### src/design/bhtc_pkg.sv
`default_nettype none

package bhtc_pkg;

  // default hold counter width
  localparam int unsigned CountWidthDef = 16;

  // threshold register width and config port geometry
  localparam int unsigned TickW  = 16;
  localparam int unsigned CfgDataW = 16;
  localparam int unsigned CfgIdxW  = 3;

  // register reset values
  localparam logic             ActiveLevelRst   = 1'b0;
  localparam logic [TickW-1:0] ToggleTicksRst   = 16'd1900;
  localparam logic [TickW-1:0] NetResetTicksRst = 16'd6900;
  localparam logic [TickW-1:0] FactoryTicksRst  = 16'd14900;
  localparam logic             ToggleEnableRst  = 1'b1;

  // pending flag bits
  localparam int unsigned FlagToggle = 0;
  localparam int unsigned FlagNet    = 1;
  localparam int unsigned FlagActive = 2;
  localparam logic [2:0]  FlagsAll   = 3'b111;
  localparam logic [2:0]  FlagsNone  = 3'b000;

  typedef enum logic [CfgIdxW-1:0] {
    RegActiveLevel   = 3'd0,
    RegToggleTicks   = 3'd1,
    RegNetResetTicks = 3'd2,
    RegFactoryTicks  = 3'd3,
    RegToggleEnable  = 3'd4
  } reg_idx_e;

  typedef enum logic [1:0] {
    TimedNone    = 2'd0,
    TimedToggle  = 2'd1,
    TimedNet     = 2'd2,
    TimedFactory = 2'd3
  } timed_e;

  typedef enum logic [2:0] {
    EdgeNone         = 3'd0,
    EdgePress        = 3'd1,
    EdgeReleasePlain = 3'd2,
    EdgeReleaseSave  = 3'd3,
    EdgeReleaseSleep = 3'd4
  } edge_e;

  typedef struct packed {
    logic             active_level;
    logic [TickW-1:0] toggle_ticks;
    logic [TickW-1:0] net_reset_ticks;
    logic [TickW-1:0] factory_ticks;
    logic             toggle_enable;
  } cfg_t;

  typedef struct packed {
    timed_e timed_event;
    edge_e  edge_event;
    logic   led_on;
    logic   display_unit;
  } res_t;

endpackage

`default_nettype wire

### src/design/bhtc_cfg.sv
`default_nettype none

module bhtc_cfg (
  input  wire logic                          clk_i,
  input  wire logic                          rst_ni,
  input  wire logic                          cfg_we_i,
  input  wire logic [bhtc_pkg::CfgIdxW-1:0]  cfg_index_i,
  input  wire logic [bhtc_pkg::CfgDataW-1:0] cfg_data_i,
  output bhtc_pkg::cfg_t                     cfg_o
);

  bhtc_pkg::cfg_t cfg_q;
  bhtc_pkg::cfg_t cfg_d;

  // register write decode, unknown indexes are dropped
  always_comb begin
    cfg_d = cfg_q;
    if (cfg_we_i) begin
      case (cfg_index_i)
        bhtc_pkg::RegActiveLevel:   cfg_d.active_level    = cfg_data_i[0];
        bhtc_pkg::RegToggleTicks:   cfg_d.toggle_ticks    = cfg_data_i[bhtc_pkg::TickW-1:0];
        bhtc_pkg::RegNetResetTicks: cfg_d.net_reset_ticks = cfg_data_i[bhtc_pkg::TickW-1:0];
        bhtc_pkg::RegFactoryTicks:  cfg_d.factory_ticks   = cfg_data_i[bhtc_pkg::TickW-1:0];
        bhtc_pkg::RegToggleEnable:  cfg_d.toggle_enable   = cfg_data_i[0];
        default: cfg_d = cfg_q;
      endcase
    end
  end

  always_ff @(posedge clk_i or negedge rst_ni) begin
    if (!rst_ni) begin
      cfg_q.active_level    <= bhtc_pkg::ActiveLevelRst;
      cfg_q.toggle_ticks    <= bhtc_pkg::ToggleTicksRst;
      cfg_q.net_reset_ticks <= bhtc_pkg::NetResetTicksRst;
      cfg_q.factory_ticks   <= bhtc_pkg::FactoryTicksRst;
      cfg_q.toggle_enable   <= bhtc_pkg::ToggleEnableRst;
    end else begin
      cfg_q <= cfg_d;
    end
  end

  assign cfg_o = cfg_q;

endmodule

`default_nettype wire

### src/design/bhtc_core.sv
`default_nettype none

module bhtc_core #(
  parameter int unsigned COUNT_WIDTH = bhtc_pkg::CountWidthDef
) (
  input  wire logic    clk_i,
  input  wire logic    rst_ni,
  input  wire logic    step_i,
  input  wire logic    pin_i,
  input  bhtc_pkg::cfg_t cfg_i,
  output bhtc_pkg::res_t res_o
);

  localparam int unsigned CmpW =
    (COUNT_WIDTH > bhtc_pkg::TickW) ? COUNT_WIDTH : bhtc_pkg::TickW;

  logic                   was_pressed_q, was_pressed_d;
  logic [COUNT_WIDTH-1:0] held_q, held_d;
  logic [2:0]             flags_q, flags_d;
  logic                   unit_q, unit_d;

  logic       pressed;
  logic [2:0] flags_chk;
  logic [CmpW-1:0] held_x, fac_x, net_x, tog_x;

  assign pressed = (pin_i == cfg_i.active_level);
  assign held_x  = CmpW'(held_q);
  assign fac_x   = CmpW'(cfg_i.factory_ticks);
  assign net_x   = CmpW'(cfg_i.net_reset_ticks);
  assign tog_x   = CmpW'(cfg_i.toggle_ticks);

  // timed checks on previous state, then edge sampling
  always_comb begin
    res_o.timed_event = bhtc_pkg::TimedNone;
    res_o.edge_event  = bhtc_pkg::EdgeNone;
    flags_chk = flags_q;
    unit_d    = unit_q;
    if (flags_q != bhtc_pkg::FlagsNone) begin
      if (held_x > fac_x) begin
        res_o.timed_event = bhtc_pkg::TimedFactory;
        flags_chk = bhtc_pkg::FlagsNone;
      end else if (flags_q[bhtc_pkg::FlagNet] && (held_x > net_x)) begin
        res_o.timed_event = bhtc_pkg::TimedNet;
        flags_chk[bhtc_pkg::FlagNet] = 1'b0;
      end else if (cfg_i.toggle_enable && flags_q[bhtc_pkg::FlagToggle] &&
                   (held_x > tog_x)) begin
        res_o.timed_event = bhtc_pkg::TimedToggle;
        flags_chk[bhtc_pkg::FlagToggle] = 1'b0;
        unit_d = ~unit_q;
      end
    end

    flags_d = flags_chk;
    held_d  = held_q;
    if (pressed) begin
      if (!was_pressed_q) begin
        res_o.edge_event = bhtc_pkg::EdgePress;
        flags_d = bhtc_pkg::FlagsAll;
        held_d  = '0;
      end else if (!(&held_q)) begin
        held_d = held_q + COUNT_WIDTH'(1);
      end
    end else begin
      if (was_pressed_q) begin
        res_o.edge_event = bhtc_pkg::EdgeReleasePlain;
        if (flags_chk != bhtc_pkg::FlagsNone) begin
          if (!flags_chk[bhtc_pkg::FlagNet]) begin
            res_o.edge_event = bhtc_pkg::EdgeReleaseSleep;
          end else if (!flags_chk[bhtc_pkg::FlagToggle]) begin
            res_o.edge_event = bhtc_pkg::EdgeReleaseSave;
          end
        end
      end
      flags_d = bhtc_pkg::FlagsNone;
      held_d  = '0;
    end
    was_pressed_d      = pressed;
    res_o.led_on       = pressed;
    res_o.display_unit = unit_d;
  end

  // state update once per tick
  always_ff @(posedge clk_i or negedge rst_ni) begin
    if (!rst_ni) begin
      was_pressed_q <= 1'b0;
      held_q        <= '0;
      flags_q       <= bhtc_pkg::FlagsNone;
      unit_q        <= 1'b0;
    end else if (step_i) begin
      was_pressed_q <= was_pressed_d;
      held_q        <= held_d;
      flags_q       <= flags_d;
      unit_q        <= unit_d;
    end
  end

  // pending flags only live while the button is held
  a_flags_need_press: assert property (@(posedge clk_i) disable iff (!rst_ni)
    (flags_q != bhtc_pkg::FlagsNone) |-> was_pressed_q)
    else $error("pending flags set while button released");

  // counter is cleared while released
  a_held_clear: assert property (@(posedge clk_i) disable iff (!rst_ni)
    !was_pressed_q |-> (held_q == '0))
    else $error("hold counter nonzero while released");

  // factory event leaves nothing pending
  a_factory_once: assert property (@(posedge clk_i) disable iff (!rst_ni)
    (step_i && (res_o.timed_event == bhtc_pkg::TimedFactory)) |=>
      (flags_q == bhtc_pkg::FlagsNone))
    else $error("flags survive factory event");

  // unit bit flips exactly on a toggle event
  a_unit_flip: assert property (@(posedge clk_i) disable iff (!rst_ni)
    step_i |=> ((unit_q != $past(unit_q)) ==
                ($past(res_o.timed_event) == bhtc_pkg::TimedToggle)))
    else $error("display unit changed without toggle event");

endmodule

`default_nettype wire

### src/design/button_hold_time_classifier.sv
// an accepted request is held in the input register, then its result is registered in the output register
// throughput: one request per cycle while the output is not stalled; one tick of state update in a single pass
// a new request is taken while a finished result waits, held by the input register
// reset: asynchronous active low; clears state, valids and sets register defaults
// after reset: button released, no pending events, display unit 0
`default_nettype none

module button_hold_time_classifier #(
  parameter int unsigned COUNT_WIDTH = bhtc_pkg::CountWidthDef
) (
  input  wire logic                          clk_i,
  input  wire logic                          rst_ni,
  input  wire logic                          in_valid_i,
  output logic                               in_stall_o,
  input  wire logic                          pin_level_i,
  output logic                               out_valid_o,
  input  wire logic                          out_stall_i,
  output logic [1:0]                         timed_event_o,
  output logic [2:0]                         edge_event_o,
  output logic                               led_on_o,
  output logic                               display_unit_o,
  input  wire logic                          cfg_we_i,
  input  wire logic [bhtc_pkg::CfgIdxW-1:0]  cfg_index_i,
  input  wire logic [bhtc_pkg::CfgDataW-1:0] cfg_data_i
);

  bhtc_pkg::cfg_t cfg;
  bhtc_pkg::res_t res;
  bhtc_pkg::res_t res_q;

  logic s1_valid_q;
  logic s1_pin_q;
  logic out_valid_q;
  logic advance;
  logic step;

  // pipeline moves when the output register is free or drained
  assign advance    = !out_valid_q || !out_stall_i;
  assign in_stall_o = s1_valid_q && !advance;
  assign step       = s1_valid_q && advance;

  bhtc_cfg u_cfg (
    .clk_i       (clk_i),
    .rst_ni      (rst_ni),
    .cfg_we_i    (cfg_we_i),
    .cfg_index_i (cfg_index_i),
    .cfg_data_i  (cfg_data_i),
    .cfg_o       (cfg)
  );

  bhtc_core #(
    .COUNT_WIDTH (COUNT_WIDTH)
  ) u_core (
    .clk_i  (clk_i),
    .rst_ni (rst_ni),
    .step_i (step),
    .pin_i  (s1_pin_q),
    .cfg_i  (cfg),
    .res_o  (res)
  );

  // input register
  always_ff @(posedge clk_i or negedge rst_ni) begin
    if (!rst_ni) begin
      s1_valid_q <= 1'b0;
    end else if (!in_stall_o) begin
      s1_valid_q <= in_valid_i;
    end
  end

  always_ff @(posedge clk_i) begin
    if (in_valid_i && !in_stall_o) begin
      s1_pin_q <= pin_level_i;
    end
  end

  // result register
  always_ff @(posedge clk_i or negedge rst_ni) begin
    if (!rst_ni) begin
      out_valid_q <= 1'b0;
    end else if (advance) begin
      out_valid_q <= s1_valid_q;
    end
  end

  always_ff @(posedge clk_i) begin
    if (step) begin
      res_q <= res;
    end
  end

  assign out_valid_o    = out_valid_q;
  assign timed_event_o  = res_q.timed_event;
  assign edge_event_o   = res_q.edge_event;
  assign led_on_o       = res_q.led_on;
  assign display_unit_o = res_q.display_unit;

  // a stalled input register always has a blocked result ahead of it
  a_stall_blocked: assert property (@(posedge clk_i) disable iff (!rst_ni)
    in_stall_o |-> (out_valid_q && out_stall_i))
    else $error("input stalled with free output register");

  // press report always comes with the led on, release with it off
  a_led_press: assert property (@(posedge clk_i) disable iff (!rst_ni)
    (out_valid_o && (res_q.edge_event == bhtc_pkg::EdgePress)) |-> led_on_o)
    else $error("press without led");

  a_led_release: assert property (@(posedge clk_i) disable iff (!rst_ni)
    (out_valid_o && (res_q.edge_event != bhtc_pkg::EdgeNone) &&
     (res_q.edge_event != bhtc_pkg::EdgePress)) |-> !led_on_o)
    else $error("release with led on");

endmodule

`default_nettype wire

### config.mk
export PLATFORM = sky130hd
export DESIGN_NAME = button_hold_time_classifier
export DESIGN_NICKNAME = d
export VERILOG_FILES = /design/src/design/bhtc_pkg.sv /design/src/design/bhtc_cfg.sv /design/src/design/bhtc_core.sv /design/src/design/button_hold_time_classifier.sv
export SDC_FILE = /design/constraint.sdc
export NUM_CORES = 1
export LEC_CHECK = 0
export ABC_AREA = 1
export BUFFER_PORTS_ARGS = -buffer_cell sky130_fd_sc_hd__buf_2
export CAP_MARGIN = 0
export CORE_MARGIN = 4
export CORE_UTILIZATION = 40
export DETAILED_ROUTE_END_ITERATION = 7
export PLACE_DENSITY_LB_ADDON = 0.05
export SLEW_MARGIN = 15
export SYNTH_ARGS = -nofsm -noshare
export SYNTH_HDL_FRONTEND = slang
export SYNTH_SLANG_ARGS = --single-unit
### constraint.sdc
create_clock -name clk_i -period 5.2 [get_ports clk_i]
set_input_delay 1.3 -clock clk_i [delete_from_list [all_inputs] [get_ports clk_i]]
set_output_delay 1.3 -clock clk_i [all_outputs]
set_load 0.1 [all_outputs]
==> metrics.md <==
| Metric | Value |
|---|---|
| Clk slew on worst S/H paths | `0.06 ns` |
| Worst skew pair latency | `0.34 ns` |
| Relative slew slack | `0.294` |
| Mean Syn Cell Area | `8.21 sq um` |
| P_sw | `0.659 mW` |
| Critical Path AT | `2.01 ns` |
| GRT Residual Overflow | `0` |
| Synth unique cells | `38` |
| Post-CTS sizing | `0` |
| Footprint of the multi-input gates | `2170 sq um` |
| Number of port buffers | `33` |
| Mapped Nets | `646` |
| Die Y | `116 um` |
| Logic gate share of total power | `0.246` |
| Routed wire length | `10.1 mm` |
| Fillcell total | `1165` |
| TritonCTS clock tree | `done` |
| Clock group share of total power | `0.315` |
| Pleak | `2.69 nW` |
| H-tree levels | `3` |
| Post-synthesis sequential area ratio | `0.446` |
| Synthesis Warnings | `0` |
| Nets | `680` |
| Fmax | `302 MHz` |
| Maxcap violations | `0` |
| GRT Overall Usage | `0.166` |
| Initial DRC Count | `163` |
| CP Class | `input pin to output pin` |
| Antenna violations before repair | `0` |
| Initial Util | `0.409` |
| Hold Vio Cnt, Final | `0` |
| Post-Synthesis Cells | `572` |
| Hold_buf cts | `0` |
| Hold crit path type | `flop to flop` |
| Drt first pass iters | `4` |
| Switch share | `0.346` |
| Via count | `3611` |
| Layout cells sized above 1 | `0.152` |
| Vias in the first global route | `3644` |
| Row cnt | `39` |
| Startpoint Class | `input pin` |
| Layout Cells excl Fill | `754` |
| Final TNS setup | `0 ns` |
| Area growth, synth to finish | `12.5%` |
| Dpl hpwl | `7.57 mm` |
| Post-synthesis register bit count | `81` |
| Clk root buf | `clkbuf_16` |
| Reg area | `2100 sq um` |
| Tcrit/Tclk final | `0.637` |
| Internal Power | `1.25 mW` |
| Power Total | `1.91 mW` |
| DR vias/cell | `4.79` |
| Final setup fails | `0` |
| CP endpoint kind | `output pin` |
| Largest net degree at the start of global routing | `41` |
| Pwr Density | `361 nW/um^2` |
| Peak VDD IR | `0.296 mV` |
| Antenna diodes | `0` |
| Max clock buf depth | `2` |
| First-pass GRT wire length | `17.3 mm` |
| Post-CTS setup buffers | `0` |
| Synth top area share | `0.266` |
| Critical-path maximum fanout | `3` |
| Worst Clk Skew | `0.00701 ns` |
| Die X-Extent | `116 um` |
| DRT antenna net count | `0` |
| Critical Path RT | `3.90 ns` |
| Worst r2r path cells | `11` |
| Syn Std Cell Area | `4700 sq um` |
| Hold Crit Depth | `2` |
| Placeable Area | `11500 sq um` |
| Num CTS Buffers | `9` |
| Post-route minimum period | `3.31 ns` |
| CTS Sinks | `81` |
| Gpl congestion | `0.778` |
| Run status | `completed` |
| Total die area | `13500 sq um` |
| Residual DRC | `0` |
| Register share of total power | `0.439` |
| Max-slew violations | `0` |
| Placed Cells | `738` |
| Synth top area cells | `dfrtp_1 (27%), ha_1 (13%), dfstp_2 (13%)` |
| Worst-Margin Slew | `1.06 ns` |
| Avg WL per Cell | `13.4 um` |
| I/O pin total | `34` |
| RSZ-0062 raised after global routing | `no` |
| Yosys top cell by area | `dfrtp_1` |
-- cells in the mapped netlist, drive strengths merged --
| library cell | n |
|---|---|
| o21bai | 2 |
| dfstp | 23 |
| a22oi | 1 |
| nor4 | 1 |
| or2 | 1 |
| o221ai | 1 |
| ha | 49 |
| a2bb2oi | 1 |
| a21o | 1 |
| o21ai | 63 |
| clkbuf | 9 |
| inv | 102 |
| nand4 | 5 |
| a31oi | 1 |
| nor2 | 33 |
| buf | 2 |
| nand3 | 22 |
| nor3 | 8 |
| edfxtp | 8 |
| a21oi | 33 |
| and3 | 1 |
| dfrtp | 50 |
| nand2 | 146 |
| o41ai | 1 |
| xor2 | 2 |
| o21a | 1 |
| xnor2 | 2 |
| o22ai | 2 |
| o21ba | 1 |
-- registers in the layout, summed over array words and instances, names as in the netlist, 2 cells and up --
signal	cells
timed_event_o	2
u_cfg.cfg_o	50
edge_event_o	3
u_core.held_q	16
u_core.flags_q	3
-- stage by stage --
stage               hold WS [ns]  cell area, sq um  setup slack (ns)   util
floorplan                  0.448              4700              1.20      -
finish                     0.486              5280              1.89  0.461
global placement           0.452              4990              1.90  0.435
global route               0.507              5280              1.84  0.461
CTS                        0.490              5270              1.87  0.460
detailed placement         0.473              4990              1.88  0.435
-- routing by layer --
layer | share of wire | up-vias | routed length (um) | track usage
met5 | 0 | - | 0 | 0
met4 | 0.0098 | 0 | 99 | 0.0464
met3 | 0.034 | 5 | 342 | 0.0446
met2 | 0.44 | 44 | 4470 | 0.257
met1 | 0.51 | 1654 | 5180 | 0.229
li1 | - | 1908 | - | -
-- path summary, 6_finish.rpt --
| path | from | to | slack [ns] |
|---|---|---|---|
| max reg2reg | u_cfg.cfg_o[28]$_DFFE_PN1P_ | edge_event_o[2]$_SDFFCE_PP0P_ | 2.85 |
| min reg2reg | s1_valid_q$_DFFE_PN0N_ | out_valid_o$_DFFE_PN0N_ | 0.49 |
| max | out_stall_i | in_stall_o | 1.89 |
| max in group asynchronous | rst_ni | u_cfg.cfg_o[6]$_DFFE_PN1P_ | 3.08 |
| min | s1_valid_q$_DFFE_PN0N_ | out_valid_o$_DFFE_PN0N_ | 0.49 |
| min in group asynchronous | rst_ni | u_core.held_q[12]$_DFFE_PN0P_ | 1.10 |
-- worst max-delay path, cell delays in order --
cell and delay (ns):
buf_2 0.07, nand2_1 0.07, nor2_1 0.12, buf_2 0.44
-- final cells by class --
class	count	share of cell area
Multi-Input combinational cell	378	0.411
Sequential cell	81	0.397
Inverter	102	0.0730
Timing Repair Buffer	34	0.0327
Tap cell	143	0.0339
Clock inverter	7	0.0104
Clock buffer	9	0.0426
-- cells by family after synthesis --
family	after synthesis	synth area share
DFF	81	0.446
and+or+nand+nor	217	0.198
buffers and inverters	113	0.0941
adders and majority gates	49	0.131
AOI/OAI and AO/OA	108	0.122
xor gates and xnor gates	4	0.00906
-- placed cells by master, fill, tap and decap left out, types with 3 or more instances in the layout --
| cell | netlist | layout |
|---|---|---|
| nor2_1 | 29 | 29 |
| clkbuf_16 | 0 | 9 |
| buf_2 | 0 | 33 |
| nor3_1 | 7 | 7 |
| a21oi_1 | 33 | 33 |
| nand2_1 | 145 | 145 |
| nor2_2 | 3 | 3 |
| nand3_2 | 6 | 8 |
| dfstp_2 | 23 | 23 |
| ha_1 | 49 | 49 |
| dfrtp_1 | 50 | 50 |
| edfxtp_1 | 8 | 8 |
| nand4_1 | 5 | 5 |
| nand3_1 | 16 | 14 |
| inv_2 | 3 | 3 |
| inv_1 | 98 | 98 |
| o21ai_0 | 62 | 62 |
-- power by group through the flow --
stage	Combinational [mW]	Clock (mW)	Sequential [mW]
2_1_floorplan	0.304	0	0.901
3_3_place_gp	0.467	0	0.847
3_5_place_dp	0.475	0	0.849
4_1_cts	0.479	0.621	0.838
5_1_grt	0.556	0.650	0.853
6_report	0.469	0.600	0.838
Power figures use the tool's default switching activity.
